**src/design/oaids_pkg.sv**
```systemverilog
// Shared types and codes for the ordered array block.
// No dependencies; imported by the cell, the controller and the top level.
package oaids_pkg;

   localparam logic [1:0] ACT_INSERT       = 2'd0;
   localparam logic [1:0] ACT_DELETE_AT    = 2'd1;
   localparam logic [1:0] ACT_DELETE_VALUE = 2'd2;
   localparam logic [1:0] ACT_SEARCH       = 2'd3;

   localparam logic [1:0] STAT_DONE  = 2'd0;
   localparam logic [1:0] STAT_RANGE = 2'd1;
   localparam logic [1:0] STAT_FULL  = 2'd2;

   typedef enum logic [1:0] {
      CELL_HOLD,
      CELL_INSERT,
      CELL_DELETE,
      CELL_ROTATE
   } cell_op_type;

   typedef struct packed {
      cell_op_type op;
      logic        keep;
      logic [31:0] value;
   } cell_cmd_type;

   typedef enum logic [1:0] {
      ST_IDLE,
      ST_ROT,
      ST_DONE
   } oaids_state_type;

endpackage

```
**src/design/oaids_cell.sv**
```systemverilog
// One array slot of the cell chain: holds a word and takes its neighbor's word on shifts.
// Depends on oaids_pkg.
module oaids_cell
   import oaids_pkg::*;
#(
   parameter int DEPTH = 1024,
   parameter int IDX   = 0,
   localparam int LW   = $clog2(DEPTH + 1)
) (
   input  logic               clock,
   input  cell_cmd_type       cmd,
   input  logic [LW-1:0]      pos,
   input  logic [LW-1:0]      len,
   input  logic [31:0]        head,
   input  logic [31:0]        left_data,
   input  logic [31:0]        right_data,
   output logic [31:0]        data
);

   localparam logic [LW-1:0] IDX_V  = LW'(IDX);
   localparam logic [LW-1:0] IDX_P1 = LW'(IDX + 1);

   logic [31:0] data_ff;
   logic [31:0] data_in;

   always_comb begin
      data_in = data_ff;
      unique case (cmd.op)
         CELL_INSERT: begin
            if (IDX_V == pos) begin
               data_in = cmd.value;
            end else if (IDX_V > pos && IDX_V <= len) begin
               data_in = left_data;
            end
         end
         CELL_DELETE: begin
            if (IDX_V >= pos && IDX_P1 < len) begin
               data_in = right_data;
            end
         end
         CELL_ROTATE: begin
            if (cmd.keep && IDX_P1 == len) begin
               data_in = head;
            end else begin
               data_in = right_data;
            end
         end
         default: begin
            data_in = data_ff;
         end
      endcase
   end

   always_ff @(posedge clock) begin
      data_ff <= data_in;
   end

   assign data = data_ff;

endmodule

```
**config.mk**
```make
export PLATFORM = sky130hd
export DESIGN_NAME = oaids_cell
export DESIGN_NICKNAME = d
export VERILOG_FILES = /design/src/design/oaids_pkg.sv /design/src/design/oaids_cell.sv
export SDC_FILE = /design/constraint.sdc
export NUM_CORES = 1
export LEC_CHECK = 0
export BUFFER_PORTS_ARGS = -buffer_cell sky130_fd_sc_hd__buf_2
export CELL_PAD_IN_SITES_DETAIL_PLACEMENT = 1
export CELL_PAD_IN_SITES_GLOBAL_PLACEMENT = 1
export CORE_MARGIN = 2
export CORE_UTILIZATION = 32
export DETAILED_ROUTE_END_ITERATION = 12
export PLACE_DENSITY = 0.84
export SLEW_MARGIN = 5
export SYNTH_ARGS = -nofsm -noshare
export SYNTH_HDL_FRONTEND = slang
export SYNTH_SLANG_ARGS = --single-unit
```
**constraint.sdc**
```tcl
create_clock -name clock -period 5.7 [get_ports clock]
set_input_delay 0 -clock clock [delete_from_list [all_inputs] [get_ports clock]]
set_output_delay 0 -clock clock [all_outputs]
set_load 0.01 [all_outputs]
```
==> results.txt <==
cells after synthesis -> 260
Yosys top cell area share -> 34.96%
Max H-tree Level -> 2
critical path class -> in -> reg
Post-Syn Area -> 2749 sq um
fin worst setup slack -> 3.075 ns
max-slew violations -> 0
Die Span Y -> 96.69 um
first-pass GRT wire length -> 12990 um
worst slew pin tran -> 1.034 ns
Routed WL -> 7957 um
Row Count -> 33
clk slew on worst S/H paths -> 0.07 ns
P_leak -> 1.818 nW
Setup Slack @ Placement -> 2.687 ns
Fmax -> 380.9 MHz
die area -> 9348 sq um
initial antenna violation count -> 0
die width -> 96.69 um
# setup viols final -> 0
Seq cells post-synth -> 32
VDD IR max -> 70.05 uV
Port Buffers -> 185
Max-cap violations -> 0
Vias -> 2568
largest net degree at the start of global routing -> 73
number of antenna-violating nets in the routed design -> 0
DRC errors left -> 0
Final nets -> 583
gr busiest metal -> met2
Layout area overhead -> 36.64%
Tmin final -> 2.625 ns
syn avg cell area -> 10.57 sq um
gpl congestion -> 0.7338
Starting Density -> 33.29%
CP startpoint kind -> input port
Net Count, Synth -> 414
power per cell area -> 162.0 nW/um^2
CTS sink cnt -> 32
Critical Path RT -> 5.61 ns
setup repair bufs after CTS -> 0
CP arrival -> 2.54 ns
gr usage total -> 16.85%
post-DP HPWL -> 6193 um
Starting DRT DRC Count -> 76
GR Util met2 -> 31.09%
Largest register FFs -> 32
HP Class -> in -> reg
top area cells in the synthesized netlist -> edfxtp_1 (35%), a211oi_2 (14%), mux2i_1 (12%)
sequential area share after synthesis -> 34.96%
Setup crit end kind -> register
Vias/cell -> 4.800
layout cells sized above 1 -> 57.21%
core area -> 8258 sq um
met1 global-route usage -> 18.39%
Slew headroom -> 31.07%
TritonCTS buffer count -> 5
vias in the first global route -> 2749
# resized after CTS -> 0
met3 GRT Util -> 4.408%
Tcrit/Tclk final -> 46.05%
CP Max Fanout -> 66
Diodes inserted -> 0
hold buffer count at CTS -> 0
boundary pin count -> 186
area leader, netlist -> edfxtp_1
Clock Tree Buf Depth -> 2
unrepaired setup endpoints after global routing -> false
Hold Fails Final Rpt -> 0
grt ovf -> 0
WL per Instance -> 14.87 um
Clock Tree Root -> clkbuf_8
yosys warns -> 0
run status -> finished clean
first-pass iteration count of the detailed router -> 4
Fin Setup TNS -> 0 ns
CTS tree -> yes
Netlist cell types -> 21
## layout make-up
cell class | count | area [sq um]
clock buffer | 7 | 76.32
clock inverter | 1 | 3.754
multi-input combinational | 204 | 1648
timing repair buffer | 186 | 935.9
sequential | 32 | 960.9
fill | 1023 | 4502
tap | 105 | 131.4
## power by group
part           switching, mW  internal (mW)  leakage, nW  total (mW)
logic                 0.0743         0.0815         1.47       0.156
registers            0.00379          0.280        0.306       0.284
clock network         0.0837         0.0850       0.0399       0.169
## routing by layer
metal	up-vias	share of wire [%]
li1	1275	-
met1	1161	38
met2	113	52
met3	19	6.9
met4	0	2.8
met5	-	0
## worst paths after layout
| check | start | endpoint | depth (start not counted) |
|---|---|---|---|
| worst max-delay path | pos[5] | data[31] | 5 |
| worst min-delay path | left_data[4] | data[4] | 3 |
## stage by stage
step / cell area [sq um] / util (%) / power [mW] / hold WS (ns) / instances
detailed placement: 3676 / 44.52 / 0.4474 / 0.4136 / 527
CTS: 3756 / 45.48 / 0.6186 / 0.1322 / 535
global placement: 3676 / 44.52 / 0.4409 / 0.4088 / 527
floorplan: 2749 / - / 0.3661 / 0.3092 / 260
finish: 3756 / 45.48 / 0.6085 / 0.1397 / 535
global route: 3756 / 45.48 / 0.6402 / 0.1418 / 535
## cells in the final DEF, fill, tap and decap left out, drive strengths merged, types with 4 or more instances in the layout
cell type / Yosys / routed
nor4: 4 / 4
nand2b: 45 / 45
edfxtp: 32 / 32
clkbuf: 4 / 7
buf: 20 / 186
mux2i: 32 / 32
nor2: 33 / 33
or2b: 20 / 20
nor3: 33 / 33
a211oi: 32 / 32
## critical path, stage by stage
cell	delay [ns]
buf_2	0.11
nor4_1	0.43
nand3_4	0.80
a31oi_1	0.44
a22o_2	0.73
## logic make-up (layout without fill, tap and decap cells)
logic type | after synthesis | in the layout | share of synthesized area (%)
flops | 32 | 32 | 34.96
simple gates | 138 | 138 | 33.04
compound gates | 34 | 34 | 14.75
mux | 32 | 32 | 11.65
buf+inv | 24 | 194 | 5.598
## synthesized netlist by cell type
master    instances
a211oi_1          2
nor3_2           20
nor4_4            2
buf_2            12
nand2b_1         45
mux2i_1          32
buf_1             1
nor3_1           13
clkbuf_1          4
nor4_1            2
nand4_4           1
nor2_1           33
and3_1            1
or2b_1           20
buf_4             1
a211oi_2         30
edfxtp_1         32
a22o_1            1
buf_6             6
nand3_1           1
a31oi_1           1
No activity file was read; power rests on OpenSTA's default activity.
