==> src/design/oaids_pkg.sv <==
// Shared types and codes for the ordered array block.
// No dependencies; imported by the cell, the controller and the top level.
package oaids_pkg;

   localparam logic [1:0] ACT_INSERT       = 2'd0;
   localparam logic [1:0] ACT_DELETE_AT    = 2'd1;
   localparam logic [1:0] ACT_DELETE_VALUE = 2'd2;
   localparam logic [1:0] ACT_SEARCH       = 2'd3;

   localparam logic [1:0] STAT_DONE  = 2'd0;
   localparam logic [1:0] STAT_RANGE = 2'd1;
   localparam logic [1:0] STAT_FULL  = 2'd2;

   typedef enum logic [1:0] {
      CELL_HOLD,
      CELL_INSERT,
      CELL_DELETE,
      CELL_ROTATE
   } cell_op_type;

   typedef struct packed {
      cell_op_type op;
      logic        keep;
      logic [31:0] value;
   } cell_cmd_type;

   typedef enum logic [1:0] {
      ST_IDLE,
      ST_ROT,
      ST_DONE
   } oaids_state_type;

endpackage

==> src/design/oaids_ctrl.sv <==
// Request sequencer: range checks, length, rotation counter and result registers.
// Depends on oaids_pkg; drives the command broadcast to every oaids_cell.
module oaids_ctrl
   import oaids_pkg::*;
#(
   parameter int DEPTH = 1024,
   localparam int LW   = $clog2(DEPTH + 1)
) (
   input  logic                clock,
   input  logic                reset,
   input  logic                req_valid,
   output logic                req_ready,
   input  logic [1:0]          req_action,
   input  logic [10:0]         req_position,
   input  logic signed [31:0]  req_item_value,
   output logic                rsp_valid,
   input  logic                rsp_ready,
   output logic                rsp_found,
   output logic [10:0]         rsp_removed_count,
   output logic [10:0]         rsp_length_now,
   output logic [1:0]          rsp_status,
   input  logic [31:0]         head,
   output cell_cmd_type        cmd,
   output logic [LW-1:0]       cell_pos,
   output logic [LW-1:0]       cell_len
);

   localparam int CW = (LW > 11) ? LW : 11;

   oaids_state_type state_ff, state_in;

   logic [LW-1:0] length_ff, length_in;
   logic [LW-1:0] cnt_ff, cnt_in;
   logic [31:0]   val_ff, val_in;
   logic          del_ff, del_in;
   logic          res_found_ff, res_found_in;
   logic [LW-1:0] res_removed_ff, res_removed_in;
   logic [1:0]    res_status_ff, res_status_in;

   logic          rsp_valid_ff, rsp_valid_in;
   logic          rsp_found_ff, rsp_found_in;
   logic [10:0]   rsp_removed_ff, rsp_removed_in;
   logic [10:0]   rsp_length_ff, rsp_length_in;
   logic [1:0]    rsp_status_ff, rsp_status_in;

   logic          req_fire;
   logic          out_free;
   logic          ins_range, del_range, full, rot_start;
   logic          match, drop;
   logic [CW-1:0] pos_w, len_w, removed_w;

   assign req_fire  = req_valid && req_ready;
   assign out_free  = !rsp_valid_ff || rsp_ready;
   assign pos_w     = CW'(req_position);
   assign len_w     = CW'(length_ff);
   assign removed_w = CW'(res_removed_ff);
   assign ins_range = pos_w > len_w;
   assign del_range = pos_w >= len_w;
   assign full      = length_ff == LW'(DEPTH);
   assign rot_start = (req_action == ACT_DELETE_VALUE || req_action == ACT_SEARCH)
                      && length_ff != '0;
   assign match     = head == val_ff;
   assign drop      = del_ff && match;

   always_comb begin
      state_in = state_ff;
      unique case (state_ff)
         ST_IDLE: begin
            if (req_fire) begin
               state_in = rot_start ? ST_ROT : ST_DONE;
            end
         end
         ST_ROT: begin
            if (cnt_ff == LW'(1)) begin
               state_in = ST_DONE;
            end
         end
         ST_DONE: begin
            if (out_free) begin
               state_in = ST_IDLE;
            end
         end
         default: begin
            state_in = ST_IDLE;
         end
      endcase
   end

   always_comb begin
      req_ready      = 1'b0;
      cmd.op         = CELL_HOLD;
      cmd.keep       = 1'b1;
      cmd.value      = req_item_value;
      cell_pos       = LW'(req_position);
      cell_len       = length_ff;
      length_in      = length_ff;
      cnt_in         = cnt_ff;
      val_in         = val_ff;
      del_in         = del_ff;
      res_found_in   = res_found_ff;
      res_removed_in = res_removed_ff;
      res_status_in  = res_status_ff;
      rsp_valid_in   = rsp_valid_ff && !rsp_ready;
      rsp_found_in   = rsp_found_ff;
      rsp_removed_in = rsp_removed_ff;
      rsp_length_in  = rsp_length_ff;
      rsp_status_in  = rsp_status_ff;
      unique case (state_ff)
         ST_IDLE: begin
            req_ready = 1'b1;
            if (req_fire) begin
               res_found_in   = 1'b0;
               res_removed_in = '0;
               res_status_in  = STAT_DONE;
               val_in         = req_item_value;
               del_in         = req_action == ACT_DELETE_VALUE;
               cnt_in         = length_ff;
               case (req_action)
                  ACT_INSERT: begin
                     if (ins_range) begin
                        res_status_in = STAT_RANGE;
                     end else if (full) begin
                        res_status_in = STAT_FULL;
                     end else begin
                        cmd.op    = CELL_INSERT;
                        length_in = length_ff + LW'(1);
                     end
                  end
                  ACT_DELETE_AT: begin
                     if (del_range) begin
                        res_status_in = STAT_RANGE;
                     end else begin
                        cmd.op         = CELL_DELETE;
                        length_in      = length_ff - LW'(1);
                        res_removed_in = LW'(1);
                     end
                  end
                  default: begin
                     cmd.op = CELL_HOLD;
                  end
               endcase
            end
         end
         ST_ROT: begin
            cmd.op   = CELL_ROTATE;
            cmd.keep = !drop;
            cnt_in   = cnt_ff - LW'(1);
            if (drop) begin
               length_in      = length_ff - LW'(1);
               res_removed_in = res_removed_ff + LW'(1);
            end
            if (match) begin
               res_found_in = 1'b1;
            end
         end
         ST_DONE: begin
            if (out_free) begin
               rsp_valid_in   = 1'b1;
               rsp_found_in   = res_found_ff;
               rsp_removed_in = removed_w[10:0];
               rsp_length_in  = len_w[10:0];
               rsp_status_in  = res_status_ff;
            end
         end
         default: begin
            req_ready = 1'b0;
         end
      endcase
   end

   always_ff @(posedge clock) begin
      if (reset) begin
         state_ff     <= ST_IDLE;
         length_ff    <= '0;
         rsp_valid_ff <= 1'b0;
      end else begin
         state_ff     <= state_in;
         length_ff    <= length_in;
         rsp_valid_ff <= rsp_valid_in;
      end
   end

   always_ff @(posedge clock) begin
      cnt_ff         <= cnt_in;
      val_ff         <= val_in;
      del_ff         <= del_in;
      res_found_ff   <= res_found_in;
      res_removed_ff <= res_removed_in;
      res_status_ff  <= res_status_in;
      rsp_found_ff   <= rsp_found_in;
      rsp_removed_ff <= rsp_removed_in;
      rsp_length_ff  <= rsp_length_in;
      rsp_status_ff  <= rsp_status_in;
   end

   assign rsp_valid         = rsp_valid_ff;
   assign rsp_found         = rsp_found_ff;
   assign rsp_removed_count = rsp_removed_ff;
   assign rsp_length_now    = rsp_length_ff;
   assign rsp_status        = rsp_status_ff;

   a_length_bound: assert property (@(posedge clock) disable iff (reset)
      length_ff <= LW'(DEPTH))
      else $error("length exceeds depth");

   a_rot_count: assert property (@(posedge clock) disable iff (reset)
      state_ff == ST_ROT |-> cnt_ff != '0 && cnt_ff <= length_ff)
      else $error("rotation count out of step with length");

   a_insert_grows: assert property (@(posedge clock) disable iff (reset)
      req_fire && req_action == ACT_INSERT && !ins_range && !full
      |=> length_ff == $past(length_ff) + LW'(1))
      else $error("insert did not grow length");

   a_idle_no_result_pending: assert property (@(posedge clock) disable iff (reset)
      state_ff == ST_DONE && out_free |=> rsp_valid_ff && state_ff == ST_IDLE)
      else $error("result not moved to output register");

endmodule

==> config.mk <==
export PLATFORM = sky130hd
export DESIGN_NAME = oaids_ctrl
export DESIGN_NICKNAME = d
export VERILOG_FILES = /design/src/design/oaids_pkg.sv /design/src/design/oaids_ctrl.sv
export SDC_FILE = /design/constraint.sdc
export NUM_CORES = 1
export LEC_CHECK = 0
export BUFFER_PORTS_ARGS = -buffer_cell sky130_fd_sc_hd__buf_2
export CAP_MARGIN = 10
export CORE_ASPECT_RATIO = 1.75
export CORE_MARGIN = 4
export CORE_UTILIZATION = 35
export CTS_CLUSTER_DIAMETER = 200
export DETAILED_ROUTE_END_ITERATION = 8
export PLACE_DENSITY = 0.63
export SLEW_MARGIN = 20
export SYNTH_ARGS = -nofsm -noshare
export SYNTH_HDL_FRONTEND = slang
export SYNTH_SLANG_ARGS = --single-unit
==> constraint.sdc <==
create_clock -name clock -period 3.4 [get_ports clock]
set_input_delay 0 -clock clock [delete_from_list [all_inputs] [get_ports clock]]
set_output_delay 0 -clock clock [all_outputs]
set_load 0.02 [all_outputs]
==> impl_metrics.env <==
export IMPL_arrival_ps=3110
export IMPL_antenna_diode_count=0
export IMPL_mostFrequentLayoutCells="buf_2, edfxtp_1, nor2_1"
export IMPL_grtUsageTotal_pct=15.69
export IMPL_synthCells=461
export IMPL_vdd_drop_max_uv=287.3
export IMPL_pwr_share_clk_pct=33.0
export IMPL_numCtsBuffers=9
export IMPL_num_rows=58
export IMPL_synth_warnings=0
export IMPL_grtUsageMet2_pct=30.53
export IMPL_combPwrFrac_pct=18.7
export IMPL_period_minus_slack_ps=3106
export IMPL_top_usage_layer="met2"
export IMPL_grt_util_met1_pct=15.14
export IMPL_h_tree_depth=3
export IMPL_ios=165
export IMPL_netlist_area_leader_share_pct=47.79
export IMPL_rr_startpoint="cell_len[7]"
export IMPL_dieArea_um2=16990
export IMPL_chipWidth_um=100.3
export IMPL_worst_pin_slew_ps=648.0
export IMPL_fill_cells=1389
export IMPL_synthDistinctLibCells=58
export IMPL_critPathLaunchType="flop"
export IMPL_start_util_pct=35.93
export IMPL_worstHoldEndpoint="del_ff"
export IMPL_final_common_cell="buf_2"
export IMPL_ff2ff_path_depth=9
export IMPL_clock_latency_ps=350
export IMPL_netlist_area_um2=5215
export IMPL_cts_clk_slew_worst_paths_ps=70
export IMPL_grt_ovfl_total=0
export IMPL_p_sw_share_pct=29.28
export IMPL_async_flop_share_pct=0
export IMPL_nNetsFinal=723
export IMPL_reg2reg_to="cell_len[1]"
export IMPL_required_ps=3400
export IMPL_final_antenna_net_count=0
export IMPL_dr_pass1_iters=4
export IMPL_synth_seq_cells=97
export IMPL_globalplace_congestion=0.8821
export IMPL_leakagePower_nw=2.657
export IMPL_viasPerCell=5.044
export IMPL_clock_skew_ps=12.40
export IMPL_whs_path_depth=2
export IMPL_syn_num_nets=558
export IMPL_core_area_um2=14510
export IMPL_rsz0062_at_grt="no"
export IMPL_route_detailed_drc=0
export IMPL_finalSetupViolations=0
export IMPL_cts_sinks=97
export IMPL_setup_tns_ps=0
export IMPL_dp_hpwl_mm=10.45
export IMPL_synth_area_leaders="edfxtp_1, xnor2_1, buf_4"
export IMPL_period_share_pct=91.36
export IMPL_vias=4091
export IMPL_avgSynthCellArea_um2=11.31
export IMPL_p_switching_w=0.0009063
export IMPL_cts_tree="done"
export IMPL_clk_path_buf_depth=2
export IMPL_drive_gt1_share_pct=32.81
export IMPL_powerDensity_nw_per_um2=469.2
export IMPL_dp_cells=761
export IMPL_crit_type="flop to output port"
export IMPL_grt_pass1_vias=4220
export IMPL_internal_power_w=0.002189
export IMPL_hold_path_startpoint="req_action[0]"
export IMPL_root_buffer="clkbuf_16"
export IMPL_grt_antenna_before_repair=1
export IMPL_hold_viol=0
export IMPL_cap_viol_max_count=0
export IMPL_r2r_setup_slack_ps=680
export IMPL_die_y_um=169.5
export IMPL_syn_to_final_growth_pct=26.49
export IMPL_slew_viol_final=0
export IMPL_met3_usage_pct=3.826
export IMPL_synth_edf_count=83
export IMPL_slew_headroom_pct=56.48
export IMPL_hp_class="primary input to flop"
export IMPL_post_cts_resized=0
export IMPL_fmax_mhz=321.9
export IMPL_ys_seq_area_share_pct=53.17
export IMPL_postCtsSetupBuffers=0
export IMPL_grt_pass1_wl_mm=20.85
export IMPL_portBuffers=164
export IMPL_drt_iter0_drc=140
export IMPL_wl_per_cell_um=16.77
export IMPL_cp_max_fo=12
export IMPL_grt_start_max_net_pins=37
export IMPL_wirelength_mm=13.60
export IMPL_layoutNonFillerInstCount=811
export IMPL_p_seq_share_pct=48.3
export IMPL_yosys_area_top_type="edfxtp_1"
export IMPL_ys_flop_type="edfxtp_1"
export IMPL_worst_setup_path_end_kind="output port"
export IMPL_outcome="completed"
==> worst max-delay path: stages (launching register included) <==
cell and delay (ps):
dfxtp_1 580, inv_1 140, ha_1 340, nand3_1 140, nor3_1 360, nand2_1 170, a2bb2oi_1 160, buf_4 190
o41ai_1 440, buf_2 250
==> synthesized netlist by cell type (all sizes together) (6+ instances only) <==
cell type,n
clkbuf,6
edfxtp,83
inv,18
o21ai,15
nand2,45
nor4,7
xnor2,40
a21oi,6
xor2,10
nand4,13
nand3,23
ha,16
buf,46
mux2,11
nor2,44
dfxtp,14
o22ai,11
==> layout make-up <==
| cell class | instances | area, um^2 | share of cell area (%) |
|---|---|---|---|
| clock buffer | 9 | 225.2 | 3.414 |
| clock inverter | 7 | 83.83 | 1.271 |
| inverter | 19 | 71.32 | 1.081 |
| multi-input combinational | 291 | 1982 | 30.05 |
| sequential | 97 | 2773 | 42.03 |
| tap | 180 | 225.2 | 3.414 |
| timing repair buffer | 208 | 1236 | 18.74 |
==> through the flow <==
stage                     setup WS, ps  util [%]  area [um^2]  hold WS, ps  total power [W]
after floorplan                  784.3         -         5215        98.87         0.001896
after global placement           683.3     40.97         5947        187.5         0.002059
after detailed placement         645.4     40.97         5947        189.5         0.002074
after CTS                        249.5     45.45         6596        9.897         0.003138
after global routing             131.0     45.45         6596        28.08         0.003233
final                            293.8     45.45         6596        23.98         0.003095
==> flip-flops by register name (all words and copies together) (netlist names), 11 cells and up <==
register           count
val_ff                32
cell_len              11
cnt_ff                11
removed_w             11
rsp_length_now        11
rsp_removed_count     11
==> how the worst max path moves through the flow <==
stage          cells past startpoint     endpoint  slack [ps]         from
6_report                           9      cmd[33]         290  cell_len[9]
5_1_grt                            9      cmd[33]         130  cell_len[9]
4_1_cts                            9      cmd[33]         250  cell_len[9]
3_5_place_dp                       9      cmd[33]         650  cell_len[9]
3_3_place_gp                       9  cell_len[1]         680  cell_len[6]
2_1_floorplan                      8      cmd[33]         780  cell_len[9]
==> cell families (layout without fill, tap and decap cells) <==
family          after synthesis  count (layout)  share of synthesized area (%)
flops                        97              97                          53.17
simple gates                160             160                          15.45
fa+ha+maj                    16              16                          3.839
mux                          12              12                          2.567
xor+xnor                     50              50                          8.397
buf+inv                      73             243                          8.877
compound gates               53              53                          7.702
==> per-layer routing <==
metal | vias to the layer above | wire length [um]
li1 | 1945 | -
met1 | 1972 | 4624
met2 | 148 | 7802
met3 | 24 | 730
met4 | 2 | 439
met5 | - | 7
==> power groups by stage <==
stage,combinational [W],clock (W),sequential [W]
detailed placement,0.000550,0,0.00152
global route,0.000628,0.00110,0.00151
floorplan,0.000349,0,0.00155
CTS,0.000582,0.00106,0.00150
finish,0.000578,0.00102,0.00149
global placement,0.000542,0,0.00152
==> timing repair <==
| action | 4_1_cts | 5_1_grt |
|---|---|---|
| setup endpoints to repair | 0 | 0 |
| hold endpoints to repair | 34 | 0 |
| hold buffers | 34 | 0 |
Power figures use the tool's default switching activity.
